==> src/rtl/psup_pkg.sv <==
// psup_pkg: shared constants and types for the png scanline unpremultiply packer
// no dependencies; imported by every module of the block
`timescale 1ns / 1ps

package psup_pkg;

  localparam int MAX_DIM_DEF = 16384;
  localparam int DIM_W       = 15;
  localparam int PIX_W       = 8;
  localparam int CFG_IDX_W   = 2;

  localparam logic [CFG_IDX_W-1:0] REG_WIDTH  = 2'd0;
  localparam logic [CFG_IDX_W-1:0] REG_HEIGHT = 2'd1;
  localparam logic [CFG_IDX_W-1:0] REG_ALPHA  = 2'd2;

  localparam logic [PIX_W-1:0] ALPHA_OPAQUE = 8'hFF;
  localparam logic [PIX_W-1:0] ALPHA_CLEAR  = 8'h00;
  localparam logic [PIX_W-1:0] FILTER_NONE  = 8'h00;

  typedef struct packed {
    logic row_start;
    logic img_end;
  } pos_info_t;

  typedef struct packed {
    logic             start;
    logic [PIX_W-1:0] color;
    logic [PIX_W-1:0] alpha;
  } div_req_t;

  typedef struct packed {
    logic             done;
    logic [PIX_W-1:0] quot;
  } div_rsp_t;

endpackage

==> src/rtl/psup_if.sv <==
// psup channel interfaces: pixel input, scanline byte output, register writes
// depends on psup_pkg for field widths
`timescale 1ns / 1ps

interface psup_pix_if import psup_pkg::*; ();
  logic             valid;
  logic             ready;
  logic [PIX_W-1:0] red;
  logic [PIX_W-1:0] green;
  logic [PIX_W-1:0] blue;
  logic [PIX_W-1:0] alpha;
  modport source (output valid, red, green, blue, alpha, input ready);
  modport sink   (input valid, red, green, blue, alpha, output ready);
endinterface

interface psup_byte_if import psup_pkg::*; ();
  logic             valid;
  logic             ready;
  logic [PIX_W-1:0] out_byte;
  logic             last;
  logic             image_end;
  modport source (output valid, out_byte, last, image_end, input ready);
  modport sink   (input valid, out_byte, last, image_end, output ready);
endinterface

interface psup_cfg_if import psup_pkg::*; ();
  logic                 valid;
  logic                 ready;
  logic [CFG_IDX_W-1:0] index;
  logic [DIM_W-1:0]     data;
  modport source (output valid, index, data, input ready);
  modport sink   (input valid, index, data, output ready);
endinterface

==> src/rtl/psup_div.sv <==
// psup_div: shared 8-step restoring divider computing min(color, alpha) * 255 / alpha
// depends on psup_pkg
`timescale 1ns / 1ps

module psup_div import psup_pkg::*; (
  input  logic     clk,
  input  logic     rst_n,
  input  div_req_t req,
  output div_rsp_t rsp
);

  localparam int CNT_W = $clog2(PIX_W + 1);

  logic             run_r, run_nxt;
  logic             done_r, done_nxt;
  logic [CNT_W-1:0] cnt_r, cnt_nxt;
  logic [PIX_W-1:0] rem_r, rem_nxt;
  logic [PIX_W-1:0] sh_r, sh_nxt;
  logic [PIX_W-1:0] alpha_r, alpha_nxt;

  logic [PIX_W-1:0]   clamped;
  logic [2*PIX_W-1:0] prod;
  logic [PIX_W:0]     trial;
  logic               fits;

  always_comb begin
    clamped = (req.color > req.alpha) ? req.alpha : req.color;
    // times 255 as shift and subtract
    prod    = {clamped, {PIX_W{1'b0}}} - {{PIX_W{1'b0}}, clamped};
    trial   = {rem_r, sh_r[PIX_W-1]};
    fits    = trial >= {1'b0, alpha_r};

    run_nxt   = run_r;
    done_nxt  = 1'b0;
    cnt_nxt   = cnt_r;
    rem_nxt   = rem_r;
    sh_nxt    = sh_r;
    alpha_nxt = alpha_r;

    if (req.start) begin
      run_nxt   = 1'b1;
      cnt_nxt   = CNT_W'(PIX_W);
      rem_nxt   = prod[2*PIX_W-1:PIX_W];
      sh_nxt    = prod[PIX_W-1:0];
      alpha_nxt = req.alpha;
    end else if (run_r) begin
      rem_nxt = fits ? PIX_W'(trial - {1'b0, alpha_r}) : trial[PIX_W-1:0];
      sh_nxt  = {sh_r[PIX_W-2:0], fits};
      cnt_nxt = cnt_r - 1'b1;
      if (cnt_r == CNT_W'(1)) begin
        run_nxt  = 1'b0;
        done_nxt = 1'b1;
      end
    end
  end

  always_ff @(posedge clk) begin
    if (!rst_n) begin
      run_r  <= 1'b0;
      done_r <= 1'b0;
      cnt_r  <= '0;
    end else begin
      run_r  <= run_nxt;
      done_r <= done_nxt;
      cnt_r  <= cnt_nxt;
    end
    rem_r   <= rem_nxt;
    sh_r    <= sh_nxt;
    alpha_r <= alpha_nxt;
  end

  assign rsp.done = done_r;
  assign rsp.quot = sh_r;

endmodule

==> src/rtl/psup_pos.sv <==
// psup_pos: column and row counters that mark row starts and the image end
// depends on psup_pkg
`timescale 1ns / 1ps

module psup_pos import psup_pkg::*; #(
  parameter int MAX_DIM = MAX_DIM_DEF
) (
  input  logic                         clk,
  input  logic                         rst_n,
  input  logic                         advance,
  input  logic [$clog2(MAX_DIM+1)-1:0] width,
  input  logic [$clog2(MAX_DIM+1)-1:0] height,
  output pos_info_t                    info
);

  localparam int CW = $clog2(MAX_DIM);
  localparam int DW = $clog2(MAX_DIM + 1);

  logic [CW-1:0] col_r, col_nxt;
  logic [CW-1:0] row_r, row_nxt;
  logic [DW-1:0] ncol, nrow;
  logic          row_wrap, img_wrap;

  always_comb begin
    ncol     = DW'(col_r) + DW'(1);
    nrow     = DW'(row_r) + DW'(1);
    row_wrap = ncol >= width;
    img_wrap = row_wrap && (nrow >= height);
    col_nxt  = col_r;
    row_nxt  = row_r;
    if (advance) begin
      col_nxt = row_wrap ? '0 : CW'(ncol);
      if (row_wrap) begin
        row_nxt = img_wrap ? '0 : CW'(nrow);
      end
    end
  end

  always_ff @(posedge clk) begin
    if (!rst_n) begin
      col_r <= '0;
      row_r <= '0;
    end else begin
      col_r <= col_nxt;
      row_r <= row_nxt;
    end
  end

  assign info.row_start = col_r == '0;
  assign info.img_end   = img_wrap;

endmodule

==> src/rtl/png_scanline_unpremultiply_packer.sv <==
// png_scanline_unpremultiply_packer: pixel to png raw scanline byte serializer
// depends on psup_pkg, psup_if, psup_pos and psup_div
`timescale 1ns / 1ps

// Takes one pixel per transfer on in_ch and sends its scanline bytes on out_ch:
// a filter byte 0 at each row start, then R, G, B and, in alpha mode, A. In alpha
// mode colors are clamped to alpha and scaled by 255/alpha unless alpha is 0 or 255.
// The block handles one pixel at a time and is not ready until its last byte has
// been transferred. In alpha mode, when alpha is neither 0 nor 255, one shared
// 8-step restoring divider works on the three color channels in turn.
// Register writes on cfg_ch are always accepted and belong between pixels.
// After the last pixel of an image the counters wrap and a new image begins.

module png_scanline_unpremultiply_packer import psup_pkg::*; #(
  parameter int MAX_DIM = MAX_DIM_DEF
) (
  input logic        clk,
  input logic        rst_n,
  psup_pix_if.sink   in_ch,
  psup_byte_if.source out_ch,
  psup_cfg_if.sink   cfg_ch
);

  localparam int DW = $clog2(MAX_DIM + 1);

  localparam logic [1:0] ST_IDLE = 2'd0;
  localparam logic [1:0] ST_PREP = 2'd1;
  localparam logic [1:0] ST_DIV  = 2'd2;
  localparam logic [1:0] ST_SEND = 2'd3;

  localparam logic [2:0] CH_FILT = 3'd0;
  localparam logic [2:0] CH_R    = 3'd1;
  localparam logic [2:0] CH_G    = 3'd2;
  localparam logic [2:0] CH_B    = 3'd3;
  localparam logic [2:0] CH_A    = 3'd4;

  logic [1:0]       state_r, state_nxt;
  logic [2:0]       ch_r, ch_nxt;
  logic [PIX_W-1:0] red_r, green_r, blue_r, alpha_r;
  logic             end_r, end_nxt;
  logic [PIX_W-1:0] obyte_r, obyte_nxt;
  logic             olast_r, olast_nxt;
  logic             oend_r, oend_nxt;

  logic [DW-1:0] width_r, height_r;
  logic          has_alpha_r;
  logic [DW-1:0] dim_eff;

  logic             in_xfer;
  logic [PIX_W-1:0] cval;
  pos_info_t        pos;
  div_req_t         dreq;
  div_rsp_t         drsp;

  // zero acts as one, oversize clamps to the maximum
  always_comb begin
    if (cfg_ch.data == '0) begin
      dim_eff = DW'(1);
    end else if (32'(cfg_ch.data) > 32'(MAX_DIM)) begin
      dim_eff = DW'(MAX_DIM);
    end else begin
      dim_eff = DW'(cfg_ch.data);
    end
  end

  assign cfg_ch.ready = 1'b1;

  always_ff @(posedge clk) begin
    if (!rst_n) begin
      width_r     <= DW'(1);
      height_r    <= DW'(1);
      has_alpha_r <= 1'b0;
    end else if (cfg_ch.valid) begin
      unique case (cfg_ch.index)
        REG_WIDTH:  width_r     <= dim_eff;
        REG_HEIGHT: height_r    <= dim_eff;
        REG_ALPHA:  has_alpha_r <= cfg_ch.data[0];
        default: ;
      endcase
    end
  end

  assign in_ch.ready = state_r == ST_IDLE;
  assign in_xfer     = in_ch.valid && in_ch.ready;

  psup_pos #(.MAX_DIM(MAX_DIM)) u_pos (
    .clk     (clk),
    .rst_n   (rst_n),
    .advance (in_xfer),
    .width   (width_r),
    .height  (height_r),
    .info    (pos)
  );

  psup_div u_div (
    .clk   (clk),
    .rst_n (rst_n),
    .req   (dreq),
    .rsp   (drsp)
  );

  always_comb begin
    case (ch_r)
      CH_R:    cval = red_r;
      CH_G:    cval = green_r;
      default: cval = blue_r;
    endcase
  end

  always_comb begin
    state_nxt  = state_r;
    ch_nxt     = ch_r;
    end_nxt    = end_r;
    obyte_nxt  = obyte_r;
    olast_nxt  = olast_r;
    oend_nxt   = oend_r;
    dreq.color = cval;
    dreq.alpha = alpha_r;
    dreq.start = 1'b0;
    unique case (state_r)
      ST_IDLE: begin
        if (in_xfer) begin
          ch_nxt    = pos.row_start ? CH_FILT : CH_R;
          end_nxt   = pos.img_end;
          state_nxt = ST_PREP;
        end
      end
      ST_PREP: begin
        unique case (ch_r) inside
          CH_FILT: begin
            obyte_nxt = FILTER_NONE;
            olast_nxt = 1'b0;
            oend_nxt  = 1'b0;
            state_nxt = ST_SEND;
          end
          CH_A: begin
            obyte_nxt = alpha_r;
            olast_nxt = 1'b1;
            oend_nxt  = end_r;
            state_nxt = ST_SEND;
          end
          CH_R, CH_G, CH_B: begin
            if (has_alpha_r && alpha_r != ALPHA_CLEAR && alpha_r != ALPHA_OPAQUE) begin
              dreq.start = 1'b1;
              state_nxt  = ST_DIV;
            end else begin
              obyte_nxt = cval;
              olast_nxt = !has_alpha_r && (ch_r == CH_B);
              oend_nxt  = !has_alpha_r && (ch_r == CH_B) && end_r;
              state_nxt = ST_SEND;
            end
          end
          default: state_nxt = ST_IDLE;
        endcase
      end
      ST_DIV: begin
        if (drsp.done) begin
          obyte_nxt = drsp.quot;
          olast_nxt = 1'b0;
          oend_nxt  = 1'b0;
          state_nxt = ST_SEND;
        end
      end
      ST_SEND: begin
        if (out_ch.ready) begin
          if (olast_r) begin
            state_nxt = ST_IDLE;
          end else begin
            ch_nxt    = ch_r + 3'd1;
            state_nxt = ST_PREP;
          end
        end
      end
      default: state_nxt = ST_IDLE;
    endcase
  end

  always_ff @(posedge clk) begin
    if (!rst_n) begin
      state_r <= ST_IDLE;
      ch_r    <= CH_FILT;
      end_r   <= 1'b0;
    end else begin
      state_r <= state_nxt;
      ch_r    <= ch_nxt;
      end_r   <= end_nxt;
    end
    obyte_r <= obyte_nxt;
    olast_r <= olast_nxt;
    oend_r  <= oend_nxt;
    if (in_xfer) begin
      red_r   <= in_ch.red;
      green_r <= in_ch.green;
      blue_r  <= in_ch.blue;
      alpha_r <= in_ch.alpha;
    end
  end

  assign out_ch.valid     = state_r == ST_SEND;
  assign out_ch.out_byte  = obyte_r;
  assign out_ch.last      = olast_r;
  assign out_ch.image_end = oend_r;

endmodule

==> src/flat_wrapper.sv <==
// flat-port wrapper written by rule: the top's interface ports become plain ports
module png_scanline_unpremultiply_packer_flat import psup_pkg::*;
#(
  parameter int MAX_DIM = MAX_DIM_DEF
)
  (clk, rst_n, in_ch_valid, in_ch_red, in_ch_green, in_ch_blue, in_ch_alpha, in_ch_ready, out_ch_valid, out_ch_out_byte, out_ch_last, out_ch_image_end, out_ch_ready, cfg_ch_valid, cfg_ch_index, cfg_ch_data, cfg_ch_ready);
  psup_pix_if in_ch_i ();
  psup_byte_if out_ch_i ();
  psup_cfg_if cfg_ch_i ();
  input logic clk;
  input logic rst_n;
  input wire logic [$bits(in_ch_i.valid)-1:0] in_ch_valid;
  input wire logic [$bits(in_ch_i.red)-1:0] in_ch_red;
  input wire logic [$bits(in_ch_i.green)-1:0] in_ch_green;
  input wire logic [$bits(in_ch_i.blue)-1:0] in_ch_blue;
  input wire logic [$bits(in_ch_i.alpha)-1:0] in_ch_alpha;
  output wire logic [$bits(in_ch_i.ready)-1:0] in_ch_ready;
  output wire logic [$bits(out_ch_i.valid)-1:0] out_ch_valid;
  output wire logic [$bits(out_ch_i.out_byte)-1:0] out_ch_out_byte;
  output wire logic [$bits(out_ch_i.last)-1:0] out_ch_last;
  output wire logic [$bits(out_ch_i.image_end)-1:0] out_ch_image_end;
  input wire logic [$bits(out_ch_i.ready)-1:0] out_ch_ready;
  input wire logic [$bits(cfg_ch_i.valid)-1:0] cfg_ch_valid;
  input wire logic [$bits(cfg_ch_i.index)-1:0] cfg_ch_index;
  input wire logic [$bits(cfg_ch_i.data)-1:0] cfg_ch_data;
  output wire logic [$bits(cfg_ch_i.ready)-1:0] cfg_ch_ready;
  assign in_ch_i.valid = in_ch_valid;
  assign in_ch_i.red = in_ch_red;
  assign in_ch_i.green = in_ch_green;
  assign in_ch_i.blue = in_ch_blue;
  assign in_ch_i.alpha = in_ch_alpha;
  assign in_ch_ready = in_ch_i.ready;
  assign out_ch_valid = out_ch_i.valid;
  assign out_ch_out_byte = out_ch_i.out_byte;
  assign out_ch_last = out_ch_i.last;
  assign out_ch_image_end = out_ch_i.image_end;
  assign out_ch_i.ready = out_ch_ready;
  assign cfg_ch_i.valid = cfg_ch_valid;
  assign cfg_ch_i.index = cfg_ch_index;
  assign cfg_ch_i.data = cfg_ch_data;
  assign cfg_ch_ready = cfg_ch_i.ready;
  png_scanline_unpremultiply_packer #(.MAX_DIM(MAX_DIM)) u_core (.clk(clk), .rst_n(rst_n), .in_ch(in_ch_i), .out_ch(out_ch_i), .cfg_ch(cfg_ch_i));
endmodule
==> config.mk <==
export PLATFORM = sky130hd
export DESIGN_NAME = png_scanline_unpremultiply_packer_flat
export DESIGN_NICKNAME = d
export VERILOG_FILES = /design/src/rtl/psup_pkg.sv /design/src/rtl/psup_if.sv /design/src/rtl/psup_div.sv /design/src/rtl/psup_pos.sv /design/src/rtl/png_scanline_unpremultiply_packer.sv /design/src/flat_wrapper.sv
export SDC_FILE = /design/constraint.sdc
export NUM_CORES = 1
export LEC_CHECK = 0
export ABC_AREA = 1
export BUFFER_PORTS_ARGS = -buffer_cell sky130_fd_sc_hd__clkbuf_2
export CORE_MARGIN = 2
export CORE_UTILIZATION = 25
export CTS_CLUSTER_DIAMETER = 150
export DETAILED_ROUTE_END_ITERATION = 7
export PLACE_DENSITY = 0.47
export SYNTH_ARGS = -nofsm -noshare
export SYNTH_HDL_FRONTEND = slang
export SYNTH_SLANG_ARGS = --single-unit
==> constraint.sdc <==
create_clock -name clk -period 8.6 [get_ports clk]
set_input_delay 2.58 -clock clk [delete_from_list [all_inputs] [get_ports clk]]
set_output_delay 2.58 -clock clk [all_outputs]
set_load 0.02 [all_outputs]
### Word-level counts from Yosys, hierarchy flattened

Cells that the tools add are included.

| storage, ports and cells | value |
|---|---|
| bits in registers | 137 |
| bits in latches | 0 |
| RAM bits | 0 |
| ROM bits | 0 |
| output and inout bits | 13 |
| logic and storage cells | 123 |
| memories | 0 |

| operators by class | value |
|---|---|
| add/subtract/negate cells | 6 |
| $mul | 0 |
| div/mod/pow operators | 0 |
| $lt $le $gt $ge | 5 |
| equal/unequal tests | 17 |
| shift operators | 0 |
| muxes and demuxes | 43 |
| bitwise gates (word level) | 2 |
| reductions and logical operators | 28 |

Operator list:

| cell | number |
|---|---|
| two-way mux 8 bit | 8 |
| case mux 8 bit (2 select lines) | 2 |
| adder 14 x 1 -> 15 bit (second input constant) | 2 |
| greater-or-equal comparator 15 bit | 2 |
| two-way mux 15 bit | 2 |
| two-way mux 14 bit | 2 |
| case mux 8 bit (3 select lines) | 1 |
| subtractor 16 x 8 -> 16 bit | 1 |
| greater-than comparator 15 bit (second input constant) | 1 |
| logical NOT 15 bit | 1 |
| logical NOT 14 bit | 1 |
| two-way mux 1 bit | 13 |
| AND reduction 2 bit | 5 |
| greater-or-equal comparator 9 x 8 -> 1 bit | 1 |
| two-way mux 3 bit | 3 |
| greater-than comparator 8 bit | 1 |
| two-way mux 4 bit | 2 |
| != test 8 bit (second input constant) | 1 |
| case mux 2 bit (4 select lines) | 1 |
| AND reduction 4 bit | 2 |
| nonzero test 8 bit | 1 |
| subtractor 8 bit | 1 |
| == test 2 bit (second input constant) | 3 |
| == test 3 x 2 -> 1 bit (second input constant) | 2 |
| other kinds (24) | 42 |

### Depth between registers and ports, before layout

Gate-level depths: netlist of the first run.

| depth | value |
|---|---|
| word-level depth | 7 |
| mapped depth | 26 |
| depth with buffers taken out | 24 |

### By module

Synthesis of the first run repeated with hierarchy kept, for this count alone.

| second synthesis, totals | value |
|---|---|
| cells, all modules | 1034 |
| area, all modules | 8122.8 sq um |

Modules (own cells, without submodules):

| module | times used | cells each | area an instance (sq um) | seq. area each (sq um) |
|---|---|---|---|---|
| png_scanline_unpremultiply_packer | 1 | 349 | 3234.4 | 2001.9 |
| psup_pos | 1 | 396 | 2612.5 | 560.5 |
| psup_div | 1 | 289 | 2275.9 | 840.8 |

### Least setup slack after synthesis of the first run

Ideal clock, no wire load.

| path | value |
|---|---|
| path type | input -> register |
| from | input port in_ch_valid |
| to | register u_core.u_pos.col_r[10] |
| setup time | 0.070 ns |
| data arrival time | 4.432 ns |
| data required time | 8.530 ns |
| setup slack | 4.098 ns |
| stages on the path | 7 |
| path buffers | 1 |
| cells stage by stage | inv_1 -> nor2_2 -> inv_1 -> nor2_2 -> buf_2 -> nand2_1 -> a21oi_1 |

| on the way | value |
|---|---|
| cells in the longest elaborated chain, start to end | 1 |

Ends and longest elaborated chain:

| item | line | source |
|---|---|---|
| start, declared | flat_wrapper.sv:12 | `input wire logic [$bits(in_ch_i.valid)-1:0] in_ch_valid;` |
| logical AND 1 bit | png_scanline_unpremultiply_packer.sv:84 | `assign in_xfer = in_ch.valid && in_ch.ready;` |
| named net u_core.in_xfer | png_scanline_unpremultiply_packer.sv:49 | `logic in_xfer;` |
| end signal, assigned | psup_pos.sv:44 | `col_r <= col_nxt;` |
| end, declared | psup_pos.sv:19 | `logic [CW-1:0] col_r, col_nxt;` |

The timed path passes the listed nets, and every way through them passes these cells.
A chain may end at the register's enable or synchronous reset.

### Final worst setup path of the first run

| path | value |
|---|---|
| from | input port in_ch_valid |
| to | register u_core.u_pos.col_r[3] |

Same word-level chain as after synthesis.

==> results.md, run 1 <==
* Largest vdd supply drop at 0.113 mV
* Mapped cell area at 0.00800 mm2
* Count of flip-flops with a built-in enable after synthesis at 66
* Clock period minus final worst setup slack at 4100 ps
* Final setup viols at 0
* Cell accounting for the most synthesized area: sky130_fd_sc_hd__edfxtp_1
* Detailed Routing Iterations Pass 1 at 5
* Drt drc at 0
* Horizontal extent of the die at 183 um
* Run status: finished clean
* Worst R2R Path Depth at 20
* Syn nets at 1,119
* Count of pins on the block boundary at 67
* Unrepaired setup endpoints after global routing: false
* Total of max-cap violations at 0
* Largest fanout on the critical path at 36
* Standard cell core area at 0.0316 mm2
* Achievable frequency at 0.244 GHz
* Setup crit end kind: flop
* Global-route wire length before repair at 32.2 mm
* Detailed Place HPWL at 15.4 mm
* Buf/Inv on CP at 4
* Post-CTS setup buffer count at 0
* Dominant cells by area after synthesis: sky130_fd_sc_hd__edfxtp_1 (25%), sky130_fd_sc_hd__dfxtp_1 (18%), sky130_fd_sc_hd__nand2_1 (9.9%)
* Count of antenna-violating nets left after detailed routing at 0
* Area fraction in compound gates after synthesis at 0.111
* Critical path endpoint: u_core.u_pos.col_r[3]
* Final worst-path cycle share at 0.477
* Per-cell via count in the routed design at 4.40
* Basic-gate share of the synthesized area counting and, or, nand and nor cells at 0.252
* Proportion of synthesized chip area in sequential cells at 0.425
* Fraction of registers with async set or reset after synthesis at 0
* Worst min path class: reg2reg
* Starting DRT DRC Count at 415
* Total wire length after detailed routing at 20.1 mm
* Global-route congestion overflow total at 0
* Critical path required time at 8950 ps
* Crit path depth at 8
* Area share of xor/xnor cells in the synthesized design at 0.0295
* Largest net degree at the start of global routing at 50
* Seq cells post-synth at 137
* Antenna violations before repair at 3
* Setup Crit Path Kind: in2reg
* Buffer levels on the longest clock path at 2
* Clk sinks at 137
* Total power divided by cell area at 272 mW/mm2
* Sum of negative setup slack at 0 ps
* Area share of the largest cell type after synthesis at 0.248
* Kind of launch point of the worst setup path: input port
* Cell count after synthesis at 1,006
* CTS Hold Bufs at 0
* Initial standard-cell utilization of the core at 0.254
* Total die area at 0.0335 mm2
* H-Tree Level Count at 4
* Total number of vias at 6,527
* Count of synthesis-stage warnings from yosys at 0
* Share of cell area taken by muxes after synthesis at 0
* Share of post-route cells with drive strength above 1 at 0.137
* Avg Synthesized Cell Area at 7.96 um2
* Area grow syn2layout at 17.3%
* Dominant register cell in the synthesized netlist: sky130_fd_sc_hd__dfxtp_1
* Reg2Reg Capture Point: u_core.u_div.rem_r[4]
* Vertical extent of the die at 183 um
* Synth cell types at 49
* Final count of hold timing violations at 0
* Fillers at 3,390
* Post-CTS clock slew at the launch and capture registers of the worst setup and hold paths at 60 ps
* Clock root buffer: sky130_fd_sc_hd__clkbuf_16
* Port bufs at 65
* Source-to-sink clock delay at the later pin of the worst-skew pair at 430 ps
* Worst slew margin relative to its limit at 0.330
* Cell type with the highest occurrence count on the critical path: sky130_fd_sc_hd__inv_1
* Static leakage power at 4.15 nW
* Arrival time of the worst setup path at 4450 ps
* Chain of cells forming the critical path: clkbuf_2 -> inv_1 -> nor2_4 -> buf_4 -> inv_1 -> nor2_2 -> nand2_1 -> a21oi_1
* Start point of the critical path: in_ch_valid
* Slowest cell on the critical path: sky130_fd_sc_hd__nor2_2
* Critical Path Max Stage Delay at 560 ps
* Final Slew Violations at 0
* Final layout net count at 1,180
* Via count of the first global-routing pass at 6,104
* Pin slew with the least headroom to its limit at 1000 ps
* Skew final at 11.0 ps
* R2R Path Start: u_core.ch_r[1]
* Main combinational cell family by area after synthesis: simple AND/OR/NAND/NOR gates
* Routability Congestion at 0.786
* Resize count post-CTS at 0
* Detail-routed net length per standard cell at 13.6 um
* CTS tree: done
* Post-synthesis adder-cell area fraction at 0.0932
* Total CTS buffers at 17
* Worst Hold Slack at 464 ps
* GRT Resource Usage Total at 0.124
* Total number of placement rows at 65
* Flop-to-flop setup slack at 4870 ps
* Crit-path leading delay family: buffers and inverters
-- worst min-delay path by stage --
stage	slack [ps]	end	startpoint	depth (start not counted)
floorplan	440	u_core.height_r[12]	u_core.height_r[12]	2
global placement	450	u_core.u_div.cnt_r[1]	u_core.u_div.cnt_r[1]	2
detailed placement	460	u_core.u_div.cnt_r[1]	u_core.u_div.cnt_r[1]	2
CTS	460	u_core.u_div.cnt_r[1]	u_core.u_div.cnt_r[1]	2
global route	490	u_core.width_r[12]	u_core.width_r[12]	2
finish	460	u_core.u_div.cnt_r[2]	u_core.u_div.cnt_r[2]	2
-- power breakdown --
part	internal [W]	leakage, nW	switching (W)
Combinational	0.000287	2.64	0.000624
Sequential	0.000784	1.19	0.0000434
Clock	0.000530	0.317	0.000282
Total	0.00160	4.15	0.000950
-- area by class of cell --
cell class	instances	area [um2]	share of cell area
Antenna cell	1	2.50	0.000267
Clock buffer	21	460	0.0490
Clock inverter	11	193	0.0205
Inverter	147	552	0.0588
Multi-Input combinational cell	694	3910	0.417
Sequential cell	137	3400	0.363
Tap cell	402	503	0.0536
Timing Repair Buffer	70	363	0.0387
-- cell usage after synthesis (2+ instances only) --
master,n
sky130_fd_sc_hd__nand3_2,2
sky130_fd_sc_hd__nand4_1,19
sky130_fd_sc_hd__or4_1,2
sky130_fd_sc_hd__dfxtp_1,71
sky130_fd_sc_hd__nand2_4,8
sky130_fd_sc_hd__nor2_2,7
sky130_fd_sc_hd__o21ai_2,2
sky130_fd_sc_hd__nand2_1,211
sky130_fd_sc_hd__nor4_1,5
sky130_fd_sc_hd__xor2_1,23
sky130_fd_sc_hd__inv_2,6
sky130_fd_sc_hd__clkbuf_1,14
sky130_fd_sc_hd__nor3_2,3
sky130_fd_sc_hd__nor2_4,3
sky130_fd_sc_hd__and3_1,4
sky130_fd_sc_hd__and2_1,2
sky130_fd_sc_hd__nor3_1,6
sky130_fd_sc_hd__nand2_2,11
sky130_fd_sc_hd__nand3_1,53
sky130_fd_sc_hd__buf_6,2
sky130_fd_sc_hd__o21ai_0,55
sky130_fd_sc_hd__nand3b_1,3
sky130_fd_sc_hd__buf_2,10
sky130_fd_sc_hd__nor2_1,96
sky130_fd_sc_hd__inv_1,140
sky130_fd_sc_hd__a31oi_1,10
sky130_fd_sc_hd__edfxtp_1,66
sky130_fd_sc_hd__o211ai_1,5
sky130_fd_sc_hd__a21oi_1,83
sky130_fd_sc_hd__or2_2,2
sky130_fd_sc_hd__ha_1,58
sky130_fd_sc_hd__xnor2_1,4
sky130_fd_sc_hd__o21ai_1,4
-- registers in the layout, summed over array words and instances, names as in the netlist, 3 cells and up, named ones only --
name / cells
u_core.blue_r: 8
u_core.u_div.sh_r: 8
u_core.u_div.cnt_r: 4
u_core.height_r: 15
u_core.ch_r: 3
u_core.out_ch.out_byte: 8
u_core.red_r: 8
u_core.green_r: 8
u_core.u_pos.col_r: 14
u_core.u_pos.row_r: 14
u_core.alpha_r: 8
u_core.u_div.alpha_r: 8
u_core.width_r: 15
u_core.u_div.rem_r: 8
-- metal layers --
layer	global-route usage	part of all wire	vias up
li1	-	-	3437
met1	0.166	0.49	2964
met2	0.196	0.46	106
met3	0.0310	0.042	18
met4	0.0365	0.013	2
met5	0	0.00055	-
-- cell families (layout without fill, tap and decap cells) --
logic type / Yosys count / after routing
other: 1 / 2
buffers and inverters: 175 / 249
AO/OA/AOI/OAI: 166 / 166
adder cells (fa/ha/maj): 59 / 59
flip-flops: 137 / 137
XOR/XNOR: 27 / 27
AND/OR/NAND/NOR: 441 / 441
-- metrics by stage --
step | utilization | power, W | setup WS, ps | instance area [um2] | cells
finish | 0.298 | 0.00255 | 4500 | 9390 | 1483
CTS | 0.297 | 0.00258 | 4490 | 9390 | 1482
global route | 0.297 | 0.00273 | 4290 | 9390 | 1482
detailed placement | 0.277 | 0.00176 | 4040 | 8730 | 1450
floorplan | - | 0.00154 | 4100 | 8000 | 1006
global placement | 0.277 | 0.00176 | 4080 | 8730 | 1450
-- cell usage in the layout, fill, tap and decap left out, types with 3 or more instances in the layout --
cell,n
sky130_fd_sc_hd__nand3_1,53
sky130_fd_sc_hd__clkbuf_2,65
sky130_fd_sc_hd__dfxtp_1,71
sky130_fd_sc_hd__nor4_1,5
sky130_fd_sc_hd__buf_4,5
sky130_fd_sc_hd__nand2_2,11
sky130_fd_sc_hd__edfxtp_1,66
sky130_fd_sc_hd__xor2_1,23
sky130_fd_sc_hd__nand4_1,19
sky130_fd_sc_hd__o211ai_1,5
sky130_fd_sc_hd__nor2_1,96
sky130_fd_sc_hd__inv_1,140
sky130_fd_sc_hd__clkinv_4,3
sky130_fd_sc_hd__clkbuf_16,17
sky130_fd_sc_hd__nor2_2,6
sky130_fd_sc_hd__nor2_4,4
sky130_fd_sc_hd__ha_1,58
sky130_fd_sc_hd__xnor2_1,4
sky130_fd_sc_hd__nor3_2,5
sky130_fd_sc_hd__o21ai_1,4
sky130_fd_sc_hd__nand2_4,8
sky130_fd_sc_hd__bufinv_16,5
sky130_fd_sc_hd__and3_1,4
sky130_fd_sc_hd__clkinv_1,3
sky130_fd_sc_hd__o21ai_0,55
sky130_fd_sc_hd__nand2_1,211
sky130_fd_sc_hd__a31oi_1,10
sky130_fd_sc_hd__a21oi_1,83
sky130_fd_sc_hd__nor3_1,4
sky130_fd_sc_hd__inv_2,6
sky130_fd_sc_hd__nand3b_1,3
-- worst reg2reg max path, delay by kind of cell (launching register included) --
kind	cells	cell delay, ps
AND/OR/NAND/NOR	10	1070
adder cells (fa/ha/maj)	3	1020
flip-flops	1	320
AO/OA/AOI/OAI	4	790
buffers and inverters	3	290
Note: power is estimated with default switching activity, not from simulation.
==> run 2, diff against run 1 <==
Settings changed: PLACE_DENSITY 0.47 to 0.48.
Clock period 8.6 ns to 3.4 ns, I/O delays scaled along.
==> run 2 against run 1 <==
  * Non-clock buffer count up 25
  * Final cell count up 1.6%
  * Via count up 0.89%
  * Worst hold slack worse by 1.9 ps
  * Sequential share of layout area down 1.1 points
  * Flip-flop and latch count unchanged
  * Critical path type is now reg2reg
==> results.md, run 2 (synthesis results as in run 1) <==
* Global-route wire length before repair at 33.6 mm (was 32.2 mm)
* Worst Hold Slack at 462 ps (was 464 ps)
* Count of antenna-violating nets left after detailed routing at 0 (unchanged)
* Clock network power share at 0.278 (was 0.318)
* Final layout net count at 1,205 (was 1,180)
* Reg2Reg Capture Point: u_core.u_div.rem_r[2] (was u_core.u_div.rem_r[4])
* Clk sinks at 137 (unchanged)
* Static leakage power at 4.28 nW (was 4.15 nW)
* Comb pwr share at 0.400 (was 0.357)
* Area grow syn2layout at 21.1% (was 17.3%)
* Starting DRT DRC Count at 339 (was 415)
* Net Sw Frac at 0.392 (was 0.372)
* Total number of vias at 6,585 (was 6,527)
* Drt drc at 0 (unchanged)
* Clock root buffer: sky130_fd_sc_hd__clkbuf_16 (unchanged)
* Total number of placement rows at 65 (unchanged)
* Share of post-route cells with drive strength above 1 at 0.179 (was 0.137)
* Worst Hold Depth at 2 (unchanged)
* Worst slew margin relative to its limit at 0.411 (was 0.330)
* Final Slew Violations at 0 (unchanged)
* Post-route standard cell area excluding fillers at 0.00969 mm2 (was 0.00939 mm2)
* Worst min path class: reg2reg (unchanged)
* Count of pins on the block boundary at 67 (unchanged)
* Initial standard-cell utilization of the core at 0.254 (unchanged)
* Buffer levels on the longest clock path at 2 (unchanged)
* Unrepaired setup endpoints after global routing: true (was false)
* Hold EP: u_core.u_div.cnt_r[2] (unchanged)
* Diodes inserted at 0 (was 1)
* Top metal layer carrying routed signals: met4 (was met5)
* Arrival time of the worst setup path at 3410 ps (was 4450 ps)
* Final worst-path cycle share at 0.950
* Detailed Routing Iterations Pass 1 at 4 (was 5)
* Final setup viols at 0 (unchanged)
* Achievable frequency at 0.310 GHz
* Vertical extent of the die at 183 um (unchanged)
* Standard cell core area at 0.0316 mm2 (unchanged)
* Commonest non-fill, non-tap cell in the layout: sky130_fd_sc_hd__nand2_1 (unchanged)
* Detail-routed net length per standard cell at 13.7 um (was 13.6 um)
* Largest net degree at the start of global routing at 49 (was 50)
* GRT Resource Usage Total at 0.128 (was 0.124)
* Detailed Place HPWL at 15.8 mm (was 15.4 mm)
* Total wire length after detailed routing at 20.7 mm (was 20.1 mm)
* Met3 wire length at 660 um (was 853 um)
* R2R Path Start: u_core.ch_r[0] (was u_core.ch_r[1])
* Internal cell power at 0.00400 W (was 0.00160 W)
* Worst R2R Path Depth at 22 (was 20)
* Flop-to-flop setup slack at 170 ps (was 4870 ps)
* CTS Hold Bufs at 0 (unchanged)
* Setup Crit Path Kind: reg2reg (was in2reg)
* Sequential power share at 0.322 (was 0.324)
* Via count of the first global-routing pass at 6,344 (was 6,104)
* CTS tree: done (unchanged)
* Largest fanout on the critical path at 7 (was 36)
* Placed cell areas at 0.00890 mm2 (was 0.00873 mm2)
* Run status: finished clean (unchanged)
* Total of max-cap violations at 0 (unchanged)
* Switching power total at 0.00259 W (was 0.000950 W)
* Largest registers in the final layout: u_core.height_r x15, u_core.width_r x15 (unchanged)
* Horizontal extent of the die at 183 um (unchanged)
* Length of routed wiring on met1 at 10.2 mm (was 9.78 mm)
* Source-to-sink clock delay at the later pin of the worst-skew pair at 430 ps (about the same)
* Routability Congestion at 0.841 (was 0.786)
* Global-route congestion overflow total at 0 (unchanged)
* Total die area at 0.0335 mm2 (unchanged)
* Total power divided by cell area at 680 mW/mm2 (was 272 mW/mm2)
* Total CTS buffers at 17 (unchanged)
* Clock period minus final worst setup slack at 3230 ps
* Kind of launch point of the worst setup path: flop (was input port)
* Final count of hold timing violations at 0 (unchanged)
* Largest vdd supply drop at 0.365 mV (was 0.113 mV)
* Startpoint of the tightest hold check path: u_core.u_div.cnt_r[2] (unchanged)
* Pin slew with the least headroom to its limit at 880 ps (was 1000 ps)
* Post-CTS clock slew at the launch and capture registers of the worst setup and hold paths at 60 ps (about the same)
* H-Tree Level Count at 4 (unchanged)
* Fillers at 3,389 (was 3,390)
* Antenna violations before repair at 0 (was 3)
* Setup crit end kind: flop (unchanged)
* Per-cell via count in the routed design at 4.37 (was 4.40)
* Port bufs at 65 (unchanged)
* Critical path required time at 3580 ps (was 8950 ps)
* Met2 WL at 9.56 mm (was 9.21 mm)
* Skew final at 9.01 ps (was 11.0 ps)
* Commonest non-fill, non-tap cells in the layout: sky130_fd_sc_hd__nand2_1 (210), sky130_fd_sc_hd__inv_1 (140), sky130_fd_sc_hd__nor2_1 (91) (was sky130_fd_sc_hd__nand2_1 (211), sky130_fd_sc_hd__inv_1 (140), sky130_fd_sc_hd__nor2_1 (96))
-- run 2: through the flow --
step                      setup TNS, ps  power, W  setup WS [ps]  utilization  cells
after floorplan                       0   0.00390            190            -   1006
after global placement                0   0.00460            107        0.282   1468
after detailed placement          -24.2   0.00461          -16.1        0.282   1468
after CTS                             0   0.00648           14.9        0.301   1500
after global routing               -105   0.00708          -44.3        0.307   1507
final                                 0   0.00659            170        0.307   1507
-- run 2: worst max-delay path by stage --
stage | startpoint | end | cells past startpoint
5_1_grt | u_core.ch_r[0] | u_core.u_div.rem_r[4] | 20
6_report | u_core.ch_r[0] | u_core.u_div.rem_r[2] | 22
3_3_place_gp | u_core.ch_r[0] | u_core.u_div.rem_r[2] | 21
4_1_cts | u_core.ch_r[0] | u_core.u_div.rem_r[2] | 22
3_5_place_dp | u_core.ch_r[0] | u_core.u_div.rem_r[2] | 22
2_1_floorplan | u_core.ch_r[0] | u_core.u_div.rem_r[2] | 26
-- run 2: power groups by stage --
stage	combinational, W	clock [W]	sequential [W]
finish	0.00264	0.00183	0.00212
global route	0.00297	0.00196	0.00214
CTS	0.00248	0.00189	0.00211
detailed placement	0.00247	0	0.00214
global placement	0.00246	0	0.00215
floorplan	0.00175	0	0.00215
-- run 2: layout make-up --
class / instances / area, um2 / share of cell area
Clock buffer: 21 / 504 / 0.0520
Clock inverter: 11 / 82.6 / 0.00852
Timing Repair Buffer: 95 / 588 / 0.0607
Sequential cell: 137 / 3410 / 0.352
Multi-Input combinational cell: 694 / 4050 / 0.418
Inverter: 147 / 554 / 0.0572
Tap cell: 402 / 503 / 0.0519
-- run 2: critical path, cell delays in order, from the launching register on --
cell and delay (ps):
sky130_fd_sc_hd__dfxtp_4 370, sky130_fd_sc_hd__inv_1 80, sky130_fd_sc_hd__ha_4 190, sky130_fd_sc_hd__o21ai_4 220
sky130_fd_sc_hd__nand2_1 90, sky130_fd_sc_hd__and3_2 210, sky130_fd_sc_hd__inv_1 90, sky130_fd_sc_hd__ha_1 240
sky130_fd_sc_hd__a21oi_1 140, sky130_fd_sc_hd__nor2_1 60, sky130_fd_sc_hd__nor2_2 160, sky130_fd_sc_hd__nand2_4 110
sky130_fd_sc_hd__nand2_8 100, sky130_fd_sc_hd__buf_4 180, sky130_fd_sc_hd__nand2_4 50, sky130_fd_sc_hd__nand2_2 80
sky130_fd_sc_hd__nand2_2 90, sky130_fd_sc_hd__nor2_4 190, sky130_fd_sc_hd__nand2_4 90, sky130_fd_sc_hd__nand2_1 70
sky130_fd_sc_hd__nand2_1 40, sky130_fd_sc_hd__nand3_1 60, sky130_fd_sc_hd__nand2_1 50
-- run 2: what timing repair did --
item                                    4_1_cts  5_1_grt
endpoints found under the setup margin        2       41
buffers inserted                              0        7
gates resized for setup                       2       33
pin swaps                                     0        8
-- run 2: layer usage --
layer  track usage  vias up
met1         0.173     2969
li1              -     3486
met2         0.207      105
met3        0.0232       25
met5             0        -
met4        0.0416        0
